<file path="src/rtl/core/pbt_pkg.sv">
// Shared types and constants for the PC breakpoint table.
package pbt_pkg;

  localparam int SLOTS_DEF   = 16;
  localparam int ADDR_W      = 16;
  localparam int SLOT_W      = 4;
  localparam int ENTRY_CNT_W = 5;
  localparam int LAST_W      = 17;

  typedef enum logic [2:0] {
    ACT_ADD    = 3'd0,
    ACT_REMOVE = 3'd1,
    ACT_CLEAR  = 3'd2,
    ACT_CHECK  = 3'd3,
    ACT_PAUSE  = 3'd4,
    ACT_RESUME = 3'd5,
    ACT_TAKE   = 3'd6,
    ACT_READ   = 3'd7
  } action_t;

  typedef struct packed {
    action_t             action;
    logic [ADDR_W-1:0]   addr;
    logic [SLOT_W-1:0]   slot;
  } in_item_t;

  typedef struct packed {
    logic                   paused;
    logic                   hit;
    logic [ENTRY_CNT_W-1:0] entry_count;
    logic [LAST_W-1:0]      last_value;
    logic [ADDR_W-1:0]      entry_value;
  } out_item_t;

  // Controller to datapath.
  typedef struct packed {
    logic capture;
    logic exec;
  } cmd_t;

  // Datapath to controller.
  typedef struct packed {
    logic out_free;
  } status_t;

endpackage

</file>
<file path="src/rtl/core/pbt_ctrl.sv">
// Controller state machine for the PC breakpoint table.
module pbt_ctrl (
  input  logic             clk,
  input  logic             rst_n,
  input  logic             in_valid,
  output logic             in_stall,
  input  pbt_pkg::status_t status,
  output pbt_pkg::cmd_t    cmd
);

  typedef enum logic [1:0] {
    S_IDLE = 2'b01,
    S_EXEC = 2'b10
  } state_t;

  state_t state_r, state_nxt;

  always_comb begin
    state_nxt   = state_r;
    cmd.capture = 1'b0;
    cmd.exec    = 1'b0;
    case (state_r)
      S_IDLE: begin
        if (in_valid) begin
          cmd.capture = 1'b1;
          state_nxt   = S_EXEC;
        end
      end
      S_EXEC: begin
        // The result can only be loaded once the output register is free.
        if (status.out_free) begin
          cmd.exec  = 1'b1;
          state_nxt = S_IDLE;
        end
      end
      default: begin
        state_nxt = S_IDLE;
      end
    endcase
  end

  assign in_stall = (state_r != S_IDLE);

  always_ff @(posedge clk) begin
    if (!rst_n) begin
      state_r <= S_IDLE;
    end else begin
      state_r <= state_nxt;
    end
  end

endmodule

</file>
<file path="src/rtl/core/pbt_dpath.sv">
// Datapath: breakpoint entries, compare vector, flags and the output register.
module pbt_dpath #(
  parameter int SLOTS = pbt_pkg::SLOTS_DEF
) (
  input  logic               clk,
  input  logic               rst_n,
  input  pbt_pkg::in_item_t  in_data,
  input  logic               cfg_we,
  input  logic               cfg_wdata,
  input  pbt_pkg::cmd_t      cmd,
  output pbt_pkg::status_t   status,
  output logic               out_valid,
  input  logic               out_stall,
  output pbt_pkg::out_item_t out_data
);

  localparam int CNT_W     = $clog2(SLOTS + 1);
  localparam int CNT_OUT_W = pbt_pkg::ENTRY_CNT_W;
  localparam int WIDE_W    = (CNT_W > CNT_OUT_W) ? CNT_W : CNT_OUT_W;
  localparam int ADDR_W    = pbt_pkg::ADDR_W;
  localparam int LAST_W    = pbt_pkg::LAST_W;

  logic [ADDR_W-1:0]  entries_r [SLOTS];
  logic [ADDR_W-1:0]  entries_nxt [SLOTS];
  logic [CNT_W-1:0]   count_r, count_nxt;
  logic               paused_r, paused_nxt;
  logic               skip_r, skip_nxt;
  logic [LAST_W-1:0]  last_hit_r, last_hit_nxt;
  logic               bp_enable_r;
  logic [SLOTS-1:0]   match_r, match_nxt;
  pbt_pkg::in_item_t  op_r;
  logic               out_valid_r;
  pbt_pkg::out_item_t out_data_r, out_data_nxt;

  logic [SLOTS-1:0]   from_first;
  logic               any_match;
  logic               found;
  logic [WIDE_W-1:0]  count_wide;
  logic [ADDR_W-1:0]  read_value;

  assign status.out_free = !out_valid_r || !out_stall;
  assign out_valid       = out_valid_r;
  assign out_data        = out_data_r;

  // Compare against every live entry as the transaction is taken.
  always_comb begin
    for (int j = 0; j < SLOTS; j++) begin
      match_nxt[j] = (entries_r[j] == in_data.addr) && (CNT_W'(j) < count_r);
    end
  end

  // Entries from the first match upward take part in a remove shift.
  always_comb begin
    found = 1'b0;
    for (int j = 0; j < SLOTS; j++) begin
      found         = found | match_r[j];
      from_first[j] = found;
    end
  end

  assign any_match = |match_r;

  always_comb begin
    read_value = '0;
    for (int j = 0; j < SLOTS; j++) begin
      if ((int'(op_r.slot) == j) && (CNT_W'(j) < count_r)) begin
        read_value = entries_r[j];
      end
    end
  end

  always_comb begin
    entries_nxt  = entries_r;
    count_nxt    = count_r;
    paused_nxt   = paused_r;
    skip_nxt     = skip_r;
    last_hit_nxt = last_hit_r;
    out_data_nxt = '0;
    case (op_r.action)
      pbt_pkg::ACT_ADD: begin
        if (count_r < CNT_W'(SLOTS)) begin
          for (int j = 0; j < SLOTS; j++) begin
            if (CNT_W'(j) == count_r) begin
              entries_nxt[j] = op_r.addr;
            end
          end
          count_nxt = count_r + CNT_W'(1);
        end
      end
      pbt_pkg::ACT_REMOVE: begin
        if (any_match) begin
          for (int j = 0; j + 1 < SLOTS; j++) begin
            if (from_first[j]) begin
              entries_nxt[j] = entries_r[j+1];
            end
          end
          count_nxt = count_r - CNT_W'(1);
        end
      end
      pbt_pkg::ACT_CLEAR: begin
        count_nxt = '0;
      end
      pbt_pkg::ACT_CHECK: begin
        if (!paused_r) begin
          if (bp_enable_r && !skip_r && any_match) begin
            paused_nxt       = 1'b1;
            last_hit_nxt     = {1'b0, op_r.addr} + LAST_W'(1);
            out_data_nxt.hit = 1'b1;
          end
          skip_nxt = 1'b0;
        end
      end
      pbt_pkg::ACT_PAUSE: begin
        paused_nxt = 1'b1;
      end
      pbt_pkg::ACT_RESUME: begin
        paused_nxt = 1'b0;
        skip_nxt   = 1'b1;
      end
      pbt_pkg::ACT_TAKE: begin
        out_data_nxt.last_value = last_hit_r;
        last_hit_nxt            = '0;
      end
      pbt_pkg::ACT_READ: begin
        out_data_nxt.entry_value = read_value;
      end
      default: begin
        out_data_nxt = '0;
      end
    endcase
    count_wide               = WIDE_W'(count_nxt);
    out_data_nxt.paused      = paused_nxt;
    out_data_nxt.entry_count = count_wide[CNT_OUT_W-1:0];
  end

  always_ff @(posedge clk) begin
    if (!rst_n) begin
      count_r     <= '0;
      paused_r    <= 1'b0;
      skip_r      <= 1'b0;
      last_hit_r  <= '0;
      bp_enable_r <= 1'b1;
      out_valid_r <= 1'b0;
    end else begin
      if (cfg_we) begin
        bp_enable_r <= cfg_wdata;
      end
      if (cmd.exec) begin
        count_r     <= count_nxt;
        paused_r    <= paused_nxt;
        skip_r      <= skip_nxt;
        last_hit_r  <= last_hit_nxt;
        out_valid_r <= 1'b1;
      end else if (!out_stall) begin
        out_valid_r <= 1'b0;
      end
    end
  end

  always_ff @(posedge clk) begin
    if (cmd.capture) begin
      op_r    <= in_data;
      match_r <= match_nxt;
    end
    if (cmd.exec) begin
      entries_r  <= entries_nxt;
      out_data_r <= out_data_nxt;
    end
  end

endmodule

</file>
<file path="src/rtl/core/pc_breakpoint_table.sv">
// Top level of the PC breakpoint table: controller plus datapath.
//
//   Channel   Direction  Handshake              Payload
//   in_       input      in_valid / in_stall    in_data  (action, addr, slot)
//   out_      output     out_valid / out_stall  out_data (paused, hit, entry_count,
//                                                         last_value, entry_value)
//   cfg_      input      cfg_we                 cfg_wdata (bp_enable)
//
// When a transaction is accepted, its address is compared against every entry in
// parallel and the match vector is registered; in the update state that follows, the
// first match is resolved and the table, flags and output register are updated.
// One transaction is in flight at a time. The result register frees the input side,
// but the update state waits while a previous result is still stalled.
// Reset is synchronous and empties the table, clears the flags and enables matching.
module pc_breakpoint_table #(
  parameter int SLOTS = pbt_pkg::SLOTS_DEF
) (
  input  logic               clk,
  input  logic               rst_n,
  input  logic               in_valid,
  output logic               in_stall,
  input  pbt_pkg::in_item_t  in_data,
  output logic               out_valid,
  input  logic               out_stall,
  output pbt_pkg::out_item_t out_data,
  input  logic               cfg_we,
  input  logic               cfg_wdata
);

  pbt_pkg::cmd_t    cmd;
  pbt_pkg::status_t status;

  pbt_ctrl u_ctrl (
    .clk      (clk),
    .rst_n    (rst_n),
    .in_valid (in_valid),
    .in_stall (in_stall),
    .status   (status),
    .cmd      (cmd)
  );

  pbt_dpath #(
    .SLOTS (SLOTS)
  ) u_dpath (
    .clk       (clk),
    .rst_n     (rst_n),
    .in_data   (in_data),
    .cfg_we    (cfg_we),
    .cfg_wdata (cfg_wdata),
    .cmd       (cmd),
    .status    (status),
    .out_valid (out_valid),
    .out_stall (out_stall),
    .out_data  (out_data)
  );

endmodule

</file>
<file path="config.mk">
export PLATFORM = sky130hd
export DESIGN_NAME = pc_breakpoint_table
export DESIGN_NICKNAME = d
export VERILOG_FILES = /design/src/rtl/core/pbt_pkg.sv /design/src/rtl/core/pbt_ctrl.sv /design/src/rtl/core/pbt_dpath.sv /design/src/rtl/core/pc_breakpoint_table.sv
export SDC_FILE = /design/constraint.sdc
export NUM_CORES = 1
export LEC_CHECK = 0
export BUFFER_PORTS_ARGS = -buffer_cell sky130_fd_sc_hd__buf_2
export CORE_MARGIN = 5
export CORE_UTILIZATION = 45
export DETAILED_ROUTE_END_ITERATION = 6
export SLEW_MARGIN = 20
export SYNTH_ARGS = -nofsm -noshare
export SYNTH_HDL_FRONTEND = slang
export SYNTH_HIERARCHICAL = 1
export SYNTH_SLANG_ARGS = --single-unit
export TNS_END_PERCENT = 30
</file>
<file path="constraint.sdc">
create_clock -name clk -period 6.5 [get_ports clk]
set_clock_uncertainty 0.2 [all_clocks]
set_input_delay 0.65 -clock clk [delete_from_list [all_inputs] [get_ports clk]]
set_output_delay 0.65 -clock clk [all_outputs]
set_load 0.1 [all_outputs]
</file>
Yosys cells after proc, flatten, opt, wreduce, memory -nomap -nowiden --
Cells that the tools add are included.
Word-level totals: bits in registers 363, word-level logic and storage cells 295, output and inout bits 42, input port bits 29
Operators by class: reductions and logical operators 65, mux-type cells 70, bitwise operators 15, equality and inequality tests 93, add/sub/neg operators 3, $lt $le $gt $ge 17
Operators with widths (count):
- $mux W16 | 47
- $pmux W240 S2 | 1
- $eq A16 B16 Y1 | 16
- $mux W256 | 1
- $mux W240 | 1
- $reduce_and A6 Y1 | 15
- $ne A2 B1 Y1 const B | 35
- $eq A4 B5 Y1 const A | 8
- $lt A4 B5 Y1 const A | 8
- $logic_and A1 B1 Y1 | 34
- $mux W17 | 2
- $pmux W17 S2 | 1
- $eq A4 B4 Y1 const B | 8
- $eq A3 B5 Y1 const A | 4
- $lt A3 B5 Y1 const A | 4
- $add A16 B1 Y17 const B | 1
- $eq A4 B3 Y1 const B | 4
- $reduce_or A16 Y1 | 1
- $pmux W5 S3 | 1
- $or A1 B1 Y1 | 14
- $eq A3 B3 Y1 const B | 4
- $eq A2 B5 Y1 const A | 2
- $lt A1 B5 Y1 const A | 2
- $lt A2 B5 Y1 const A | 2
- 28 further kinds | 47

Longest topological paths before layout --
Gate-level depths: netlist of the first run.
depth in word-level cells 18, depth in mapped cells 10, mapped depth without buffers 8

Hierarchy --
Netlist of the first run, hierarchy kept.
Modules (own cells, without submodules):
- pbt_dpath | times used 1, cells an instance 1657, area each 19528.7 sq um, seq. area each 10580.1 sq um
- pbt_ctrl | times used 1, cells an instance 9, area each 87.6 sq um, seq. area each 40.0 sq um

Least setup slack after synthesis of the first run --
No wires, ideal clock.
path kind reg-to-reg, start register u_dpath.out_valid_r (netlist: u_dpath/out_valid), end register u_dpath/entries_r[80] in the netlist's numbering, enable pin, arrival time 4.751 ns, library setup time 0.414 ns, required time 5.886 ns, cell stages (with the launch flop) 8, path buffers 2, clock period less this slack 5.365 ns, path slack 1.135 ns, path through dfxtp_1 nand2_1 nand2_1 nor2_1 clkbuf_1 o2111ai_1 buf_2 a211oi_1
RTL lines:
- start: declaration | line pbt_dpath.sv:32 | logic out_valid_r;
- start signal: assignment | line pbt_dpath.sv:143 | out_valid_r <= 1'b0;
- start signal: assignment | line pbt_dpath.sv:153 | out_valid_r <= 1'b1;
- start signal: assignment | line pbt_dpath.sv:155 | out_valid_r <= 1'b0;
- end signal: assignment | line pbt_dpath.sv:166 | entries_r <= entries_nxt;
- end: declaration | line pbt_dpath.sv:23 | logic [ADDR_W-1:0] entries_r [SLOTS];

Final worst setup path of the first run --
start register u_dpath.count_r[1], end register u_dpath.out_data_r (netlist bit u_dpath/out_data[12]), data pin
On the way: cells in the longest elaborated chain, start to end 18, elaborated cells on any way between the ends 48, those cells by class order compare: 16; mux: 16; reduce/logical: 16
Ends and longest elaborated chain:
- start: declaration | line pbt_dpath.sv:25 | logic [CNT_W-1:0] count_r, count_nxt;
- start signal: assignment | line pbt_dpath.sv:149 | count_r <= count_nxt;
- $lt A1 B5 Y1 | line pbt_dpath.sv:66 | if ((int'(op_r.slot) == j) && (CNT_W'(j) < count_r)) begin
- $logic_and A1 B1 Y1 | line pbt_dpath.sv:66
- $mux W16 (15 in a row) | line pbt_dpath.sv:66
- $mux W16 * | line pbt_dpath.sv:66
- end signal: assignment | line pbt_dpath.sv:167 | out_data_r <= out_data_nxt;
- end: declaration | line pbt_dpath.sv:33 | pbt_pkg::out_item_t out_data_r, out_data_nxt;
Every way passes the cells marked *; elsewhere a longest branch is shown, timed or not. A chain may end at the register's enable or synchronous reset.

==> results of run 1 <==
-- metrics by stage --
stage	utilization (%)	power, W	instances
final	50.55	0.005505	2286
after global routing	50.55	0.005654	2286
after CTS	50.53	0.005519	2286
after detailed placement	47.48	0.003202	2211
after global placement	47.45	0.003197	2211
after floorplan	-	0.003028	1666
-- where the power goes --
part,internal [W],switching [W]
Sequential,0.00260,0.0000408
Combinational,0.000170,0.000359
Clock,0.00136,0.000978
-- state kept, by name, summed over array words and instances, names as in the netlist --
| signal | count |
|---|---|
| u_dpath/last_hit_r | 17 |
| u_dpath/bp_enable_r | 1 |
| u_dpath/skip_r | 1 |
| u_dpath/paused_r | 1 |
| u_dpath/count_r | 5 |
| u_dpath/entries_r | 256 |
| u_dpath/out_valid | 1 |
| u_ctrl/state_r | 2 |
| u_dpath/out_data | 40 |
| u_dpath/op_r | 23 |
| u_dpath/match_r | 16 |
-- worst max-delay path: cells and delay by family, from the launching register on --
kind            cells  cell delay, ns
compound gates      6            2.04
flops               1            1.01
buf+inv             1            0.31
fa+ha+maj           1            0.30
-- logic make-up (layout without fill, tap and decap cells) --
| group | count (synthesis) | after routing | synth area share [%] |
|---|---|---|---|
| AND/OR/NAND/NOR | 355 | 355 | 10.08 |
| multiplexers | 2 | 2 | 0.1084 |
| flip-flops | 363 | 363 | 54.14 |
| adder cells (fa/ha/maj) | 7 | 7 | 0.4465 |
| AO/OA/AOI/OAI | 504 | 504 | 19.40 |
| buffers and inverters | 164 | 199 | 3.725 |
| XOR/XNOR | 271 | 271 | 12.10 |
-- area by class of cell --
cell class / count / area [um2] / area share (%)
tap: 585 / 732.0 / 3.362
clock inverter: 17 / 205.2 / 0.9424
clock buffer: 58 / 1110 / 5.097
timing repair buffer: 110 / 658.1 / 3.023
sequential: 363 / 10620 / 48.78
inverter: 14 / 52.55 / 0.2414
multi-input combinational: 1139 / 8396 / 38.56
-- synth_stat cells, types with 29 or more instances --
master and n:
edfxtp_1 335, a21o_1 242, nand3_1 29, o22ai_1 29, nand2_1 54, nor3_1 39, nor2_1 55, buf_2 32
nor4_1 49, xor2_1 209, xnor2_1 62, clkbuf_1 95, a21oi_1 43
-- placed cells by master (no fill, tap or decap), types with 6 or more instances in the layout --
| master | n |
|---|---|
| buf_2 | 70 |
| edfxtp_1 | 335 |
| nor4_1 | 49 |
| o21a_1 | 14 |
| a21o_1 | 242 |
| and2_1 | 19 |
| dfxtp_1 | 28 |
| xnor2_1 | 62 |
| a222oi_1 | 20 |
| nor2b_1 | 9 |
| ha_1 | 7 |
| o21ai_0 | 28 |
| nor3_2 | 13 |
| a221oi_1 | 17 |
| inv_1 | 14 |
| and3_1 | 18 |
| a31oi_1 | 17 |
| nand4_1 | 27 |
| or3_1 | 15 |
| nor3_1 | 27 |
| nand2b_1 | 10 |
| a22oi_1 | 21 |
| xor2_1 | 209 |
| nand3_1 | 29 |
| o22ai_1 | 29 |
| nand2_1 | 54 |
| clkbuf_16 | 41 |
| nor2_1 | 53 |
| a2111oi_1 | 12 |
| clkbuf_1 | 15 |
| buf_4 | 38 |
| o211ai_1 | 7 |
| a211oi_1 | 8 |
| a21oi_1 | 42 |
| a22o_1 | 6 |
-- per-layer routing --
layer  vias up  global-route usage (%)  share of wire [%]  wire, um
li1       6308                       -                  -         -
met1      7422                   41.90                 40     28930
met2      1083                   43.39                 43     30860
met3       200                   5.821                 11      7941
met4         0                   14.28                5.6      4000
met5         -                       0                  0         0
-- worst paths after layout --
| kind | from | end | slack [ns] |
|---|---|---|---|
| max | u_dpath/count_r[1]$_SDFFE_PN0P_ | u_dpath/out_data[12]$_SDFFCE_PP0P_ | 2.49 |
| min | in_data[22] | u_dpath/op_r[22]$_DFFE_PP_ | 0.05 |
| max reg2reg | u_dpath/count_r[1]$_SDFFE_PN0P_ | u_dpath/out_data[12]$_SDFFCE_PP0P_ | 2.49 |
| min reg2reg | u_dpath/last_hit_r[15]$_SDFFE_PN0P_ | u_dpath/last_hit_r[15]$_SDFFE_PN0P_ | 0.25 |
==> impl_metrics.tcl, run 1 <==
set metrics [dict create \
    outcome "completed" \
    row_count 76 \
    clk_pin_slew_ns 0.06 \
    dp_hpwl_um 49560 \
    drt_iter0_drc 2539 \
    synth_cell_types 75 \
    die_h_um 218.8 \
    period_minus_slack_ns 4.014 \
    initial_core_util_pct 45.54 \
    slowest_delay_ns 1.01 \
    arrival_ns 4.22 \
    critPathKind "flip-flop to flip-flop" \
    finalSetupViolCount 0 \
    maxCapViolations 0 \
    rsz0062_at_grt "no" \
    cts_root_buf "clkbuf_16" \
    portBuffers 70 \
    ys_warn_count 6 \
    cts.path.max_buffers 3 \
    globalplace.congestion 0.9811 \
    postSynthAreaPerCell_um2 11.77 \
    end_kind "flip-flop" \
    netlist.area_leader.share_pct 51.28 \
    fin_area_um2 21770 \
    htreeDepth 2 \
    worst_pin_slew_ns 1.247 \
    pre_cts_ws_ns 2.632 \
    wl_per_cell_um 31.38 \
    post-route-drc-count 0 \
    critPathMaxFanout 23 \
    hold_viol_final 0 \
    cts_tree "done" \
    critPathLaunchType "flip-flop" \
    slew-limit-headroom_pct 16.85 \
    via_per_inst 6.567 \
    reg2regPathDepth 8 \
    drive_gt1_share_pct 12.82 \
    clkSinkCount 363 \
    dieArea_um2 47870 \
    syn_to_final_growth_pct 11.00 \
    vias 15010 \
    cts_resized 0 \
    critPathSlowestCell "dfxtp_1" \
    ctsHoldBuffers 0 \
    io_pins 71 \
    dpl_cell_area_um2 20450 \
    groute.usage.overall_pct 29.46 \
    vdd_drop_max_uv 177.7 \
    fill_cells 3828 \
    yosys.area.top_type "edfxtp_1" \
    seq_area_frac_synth_pct 54.14 \
    synth_cells 1666 \
    final.setup.tns_ns 0 \
    synth_area_um2 19620 \
    synth_seq_cells 363 \
    synthFlopType "edfxtp_1" \
    asyncSetResetFlopFracSynth_pct 0 \
    syn_nets 1702 \
    coreArea_um2 43080 \
    dieWidth_um 218.8 \
    antenna_found_initial 0 \
    min_path_type "input port to flip-flop" \
    slew_violations 0 \
    wl_um 71720 \
    post-cts-setup-buffer-count 0 \
    grt_max_degree 113 \
    overflow 0 \
    cp_cell_sequence "inv_1 > ha_1 > o21bai_1 > a2111oi_4 > a221oi_1 > a211oi_1 > a2111oi_1 > o21ai_1" \
    synth_edf_count 335 \
    clkLatencyLatePin_ns 0.58 \
    min_path_cells 1 \
    p_leak_nw 8.288 \
    synthTopCellsByArea "edfxtp_1, xor2_1, a21o_1" \
    power_density_nw_per_um2 252.8 \
    fin_ws_ns 2.486 \
    drtPass1Iterations 6 \
    ant_nets 0 \
    diodes 0 \
    fin_crit_sh_pct 61.75 \
    cts_buffers 41 \
    grt_pass1_wl_um 102900 \
    fin_hold_ws_ns 0.05025 \
    grt_pass1_vias 14170 \
    layout.nets 1705 \
    required_ns 6.71 \
    fmax_ghz 0.2491 \
]
Power figures use the tool's default switching activity.
==> run 2, diff against run 1 <==
==> constraint.sdc (replaced) <==
create_clock -name clk -period 3.8 [get_ports clk]
set_clock_uncertainty 0.2 [all_clocks]
set_input_delay 0.38 -clock clk [delete_from_list [all_inputs] [get_ports clk]]
set_output_delay 0.38 -clock clk [all_outputs]
set_load 0.1 [all_outputs]
==> run 2 against run 1 <==
Net effect: clock-buffer cell count shrank 1; first-iteration DRC count is 11% lower; sequential cell count did not move; die area unchanged; worst setup slack got worse by 2.3 ns; largest cell class unchanged; largest power group unchanged; fmax rose by 12%; hold slack gained 0.013 ns.
==> impl_metrics.tcl, run 2 (synthesis results as in run 1) <==
set metrics [dict create \
    outcome "completed" \
    period_minus_slack_ns 3.591 \
    utilization_pct 51.23 \
    row_count 76 \
    busiest_layer "met2" \
    end_kind "flip-flop" \
    top_register "u_dpath/entries_r" \
    use_met1_pct 38.59 \
    rsz0062_at_grt "no" \
    fin_area_um2 22070 \
    combPwrFrac_pct 9.2 \
    required_ns 3.87 \
    reg2regPathDepth 7 \
    clkSinkCount 363 \
    dp_hpwl_um 47720 \
    critPathLaunchType "flip-flop" \
    power_density_nw_per_um2 432.4 \
    dpl_cell_area_um2 20550 \
    r2r_start "u_dpath/count_r[3]$_SDFFE_PN0P_" \
    syn_to_final_growth_pct 12.51 \
    use_met3_pct 6.884 \
    ant_nets 0 \
    cts_buffers 41 \
    fin_crit_sh_pct 94.50 \
    final_common_cell "edfxtp_1" \
    p_total_w 0.009543 \
    critPathKind "flip-flop to flip-flop" \
    cts.path.max_buffers 3 \
    wl_um 66010 \
    groute.usage.overall_pct 27.31 \
    post-route-drc-count 0 \
    pwr-share-clk_pct 43.4 \
    grt_pass1_wl_um 97780 \
    via_per_inst 6.408 \
    critPathMaxFanout 11 \
    antenna_found_initial 1 \
    drt_iter0_drc 2249 \
    clk_pin_slew_ns 0.06 \
    use_met2_pct 41.34 \
    grt_max_degree 160 \
    io_pins 71 \
    clkLatencyLatePin_ns 0.58 \
    drive_gt1_share_pct 13.62 \
    critPathCapture "u_dpath/out_data[9]$_SDFFCE_PP0P_" \
    dieArea_um2 47870 \
    coreArea_um2 43080 \
    r2r-end "u_dpath/out_data[9]$_SDFFCE_PP0P_" \
    slew_violations 0 \
    p_seq_share_pct 47.3 \
    layout.nets 1731 \
    htreeDepth 2 \
    switchingPower_w 0.002341 \
    slew-limit-headroom_pct 27.36 \
    layout_common_cells "edfxtp_1, a21o_1, xor2_1" \
    vdd_drop_max_uv 285.3 \
    final.setup.tns_ns 0 \
    min_path_type "input port to flip-flop" \
    crit_start "u_dpath/count_r[3]$_SDFFE_PN0P_" \
    diodes 0 \
    arrival_ns 3.66 \
    cts_tree "done" \
    finalSetupViolCount 0 \
    drtPass1Iterations 6 \
    switching_share_pct 24.53 \
    maxCapViolations 0 \
    hold_viol_final 0 \
    worst_pin_slew_ns 1.062 \
    portBuffers 70 \
    fmax_ghz 0.2785 \
    cts_root_buf "clkbuf_16" \
    wl_per_cell_um 28.56 \
    die_h_um 218.8 \
    globalplace.congestion 0.9551 \
    vias 14810 \
    initial_core_util_pct 45.54 \
    overflow 0 \
    largest_reg_flops 256 \
    fin_hold_ws_ns 0.06344 \
    rrSetupSlack_ns 0.21 \
    p_leak_nw 8.446 \
    grt_pass1_vias 14320 \
    internal-power_w 0.007201 \
    dieWidth_um 218.8 \
]
-- run 2: changes by cell type in the layout (fill, tap and decap cells not counted), sizes merged --
cell,delta
clkdlybuf4s18,+1
clkinv,+1
dlygate4sd3,+13
buf,+12
clkinvlp,+1
inv,-3
bufinv,+1
clkbuf,-1
-- run 2: worst min-delay path by stage --
stage	start	to	slack (ns)	cells after the start
after global routing	in_data[15]	u_dpath/op_r[15]$_DFFE_PP_	0.04	1
after detailed placement	u_dpath/last_hit_r[1]$_SDFFE_PN0P_	u_dpath/last_hit_r[1]$_SDFFE_PN0P_	0.24	2
after floorplan	u_dpath/last_hit_r[2]$_SDFFE_PN0P_	u_dpath/last_hit_r[2]$_SDFFE_PN0P_	0.23	2
after CTS	in_data[15]	u_dpath/op_r[15]$_DFFE_PP_	0.04	1
final	in_data[15]	u_dpath/op_r[15]$_DFFE_PP_	0.06	1
after global placement	u_dpath/last_hit_r[6]$_SDFFE_PN0P_	u_dpath/last_hit_r[6]$_SDFFE_PN0P_	0.23	2
-- run 2: area by class of cell --
cell class / instances / area, um2
clock inverters: 17 / 220.2
fillers: 3775 / 21010
multi-input cells: 1139 / 8403
well taps: 585 / 732.0
repair buffers: 136 / 893.4
inverters: 14 / 52.55
clock buffers: 57 / 1149
flip-flops and latches: 363 / 10620
-- run 2: metrics by stage --
step                instances  setup WS [ns]
global route             2311         0.1645
CTS                      2311         0.3213
floorplan                1666       -0.08436
detailed placement       2224         0.3634
finish                   2311         0.2091
global placement         2223       0.003444
-- run 2: power by group through the flow --
stage               Sequential, W  Combinational, W  Clock, W
finish                    0.00452          0.000882   0.00414
detailed placement        0.00460          0.000852         0
floorplan                 0.00461          0.000568         0
CTS                       0.00451          0.000868   0.00419
global route              0.00452          0.000938   0.00437
global placement          0.00460          0.000842         0
-- run 2: layer usage --
layer  vias up  part of all wire [%]
li1       6361                     -
met1      7351                    41
met2       938                    44
met3       159                    11
met4         0                   4.0
met5         -                     0
-- run 2: worst max-delay path: stages (launching register included) --
cell and delay, ns:
dfxtp_1 0.47, nor2_1 0.59, a21oi_2 0.35, buf_4 0.27
a222oi_1 0.26, a211oi_1 0.17, a2111oi_1 0.77, o21ai_1 0.22
-- run 2: what timing repair did --
action | 4_1_cts | 5_1_grt
buffers inserted | 0 | 0
hold buffers | 13 | 0
resized for setup | 0 | 0
endpoints found under the hold margin | 17 | 0
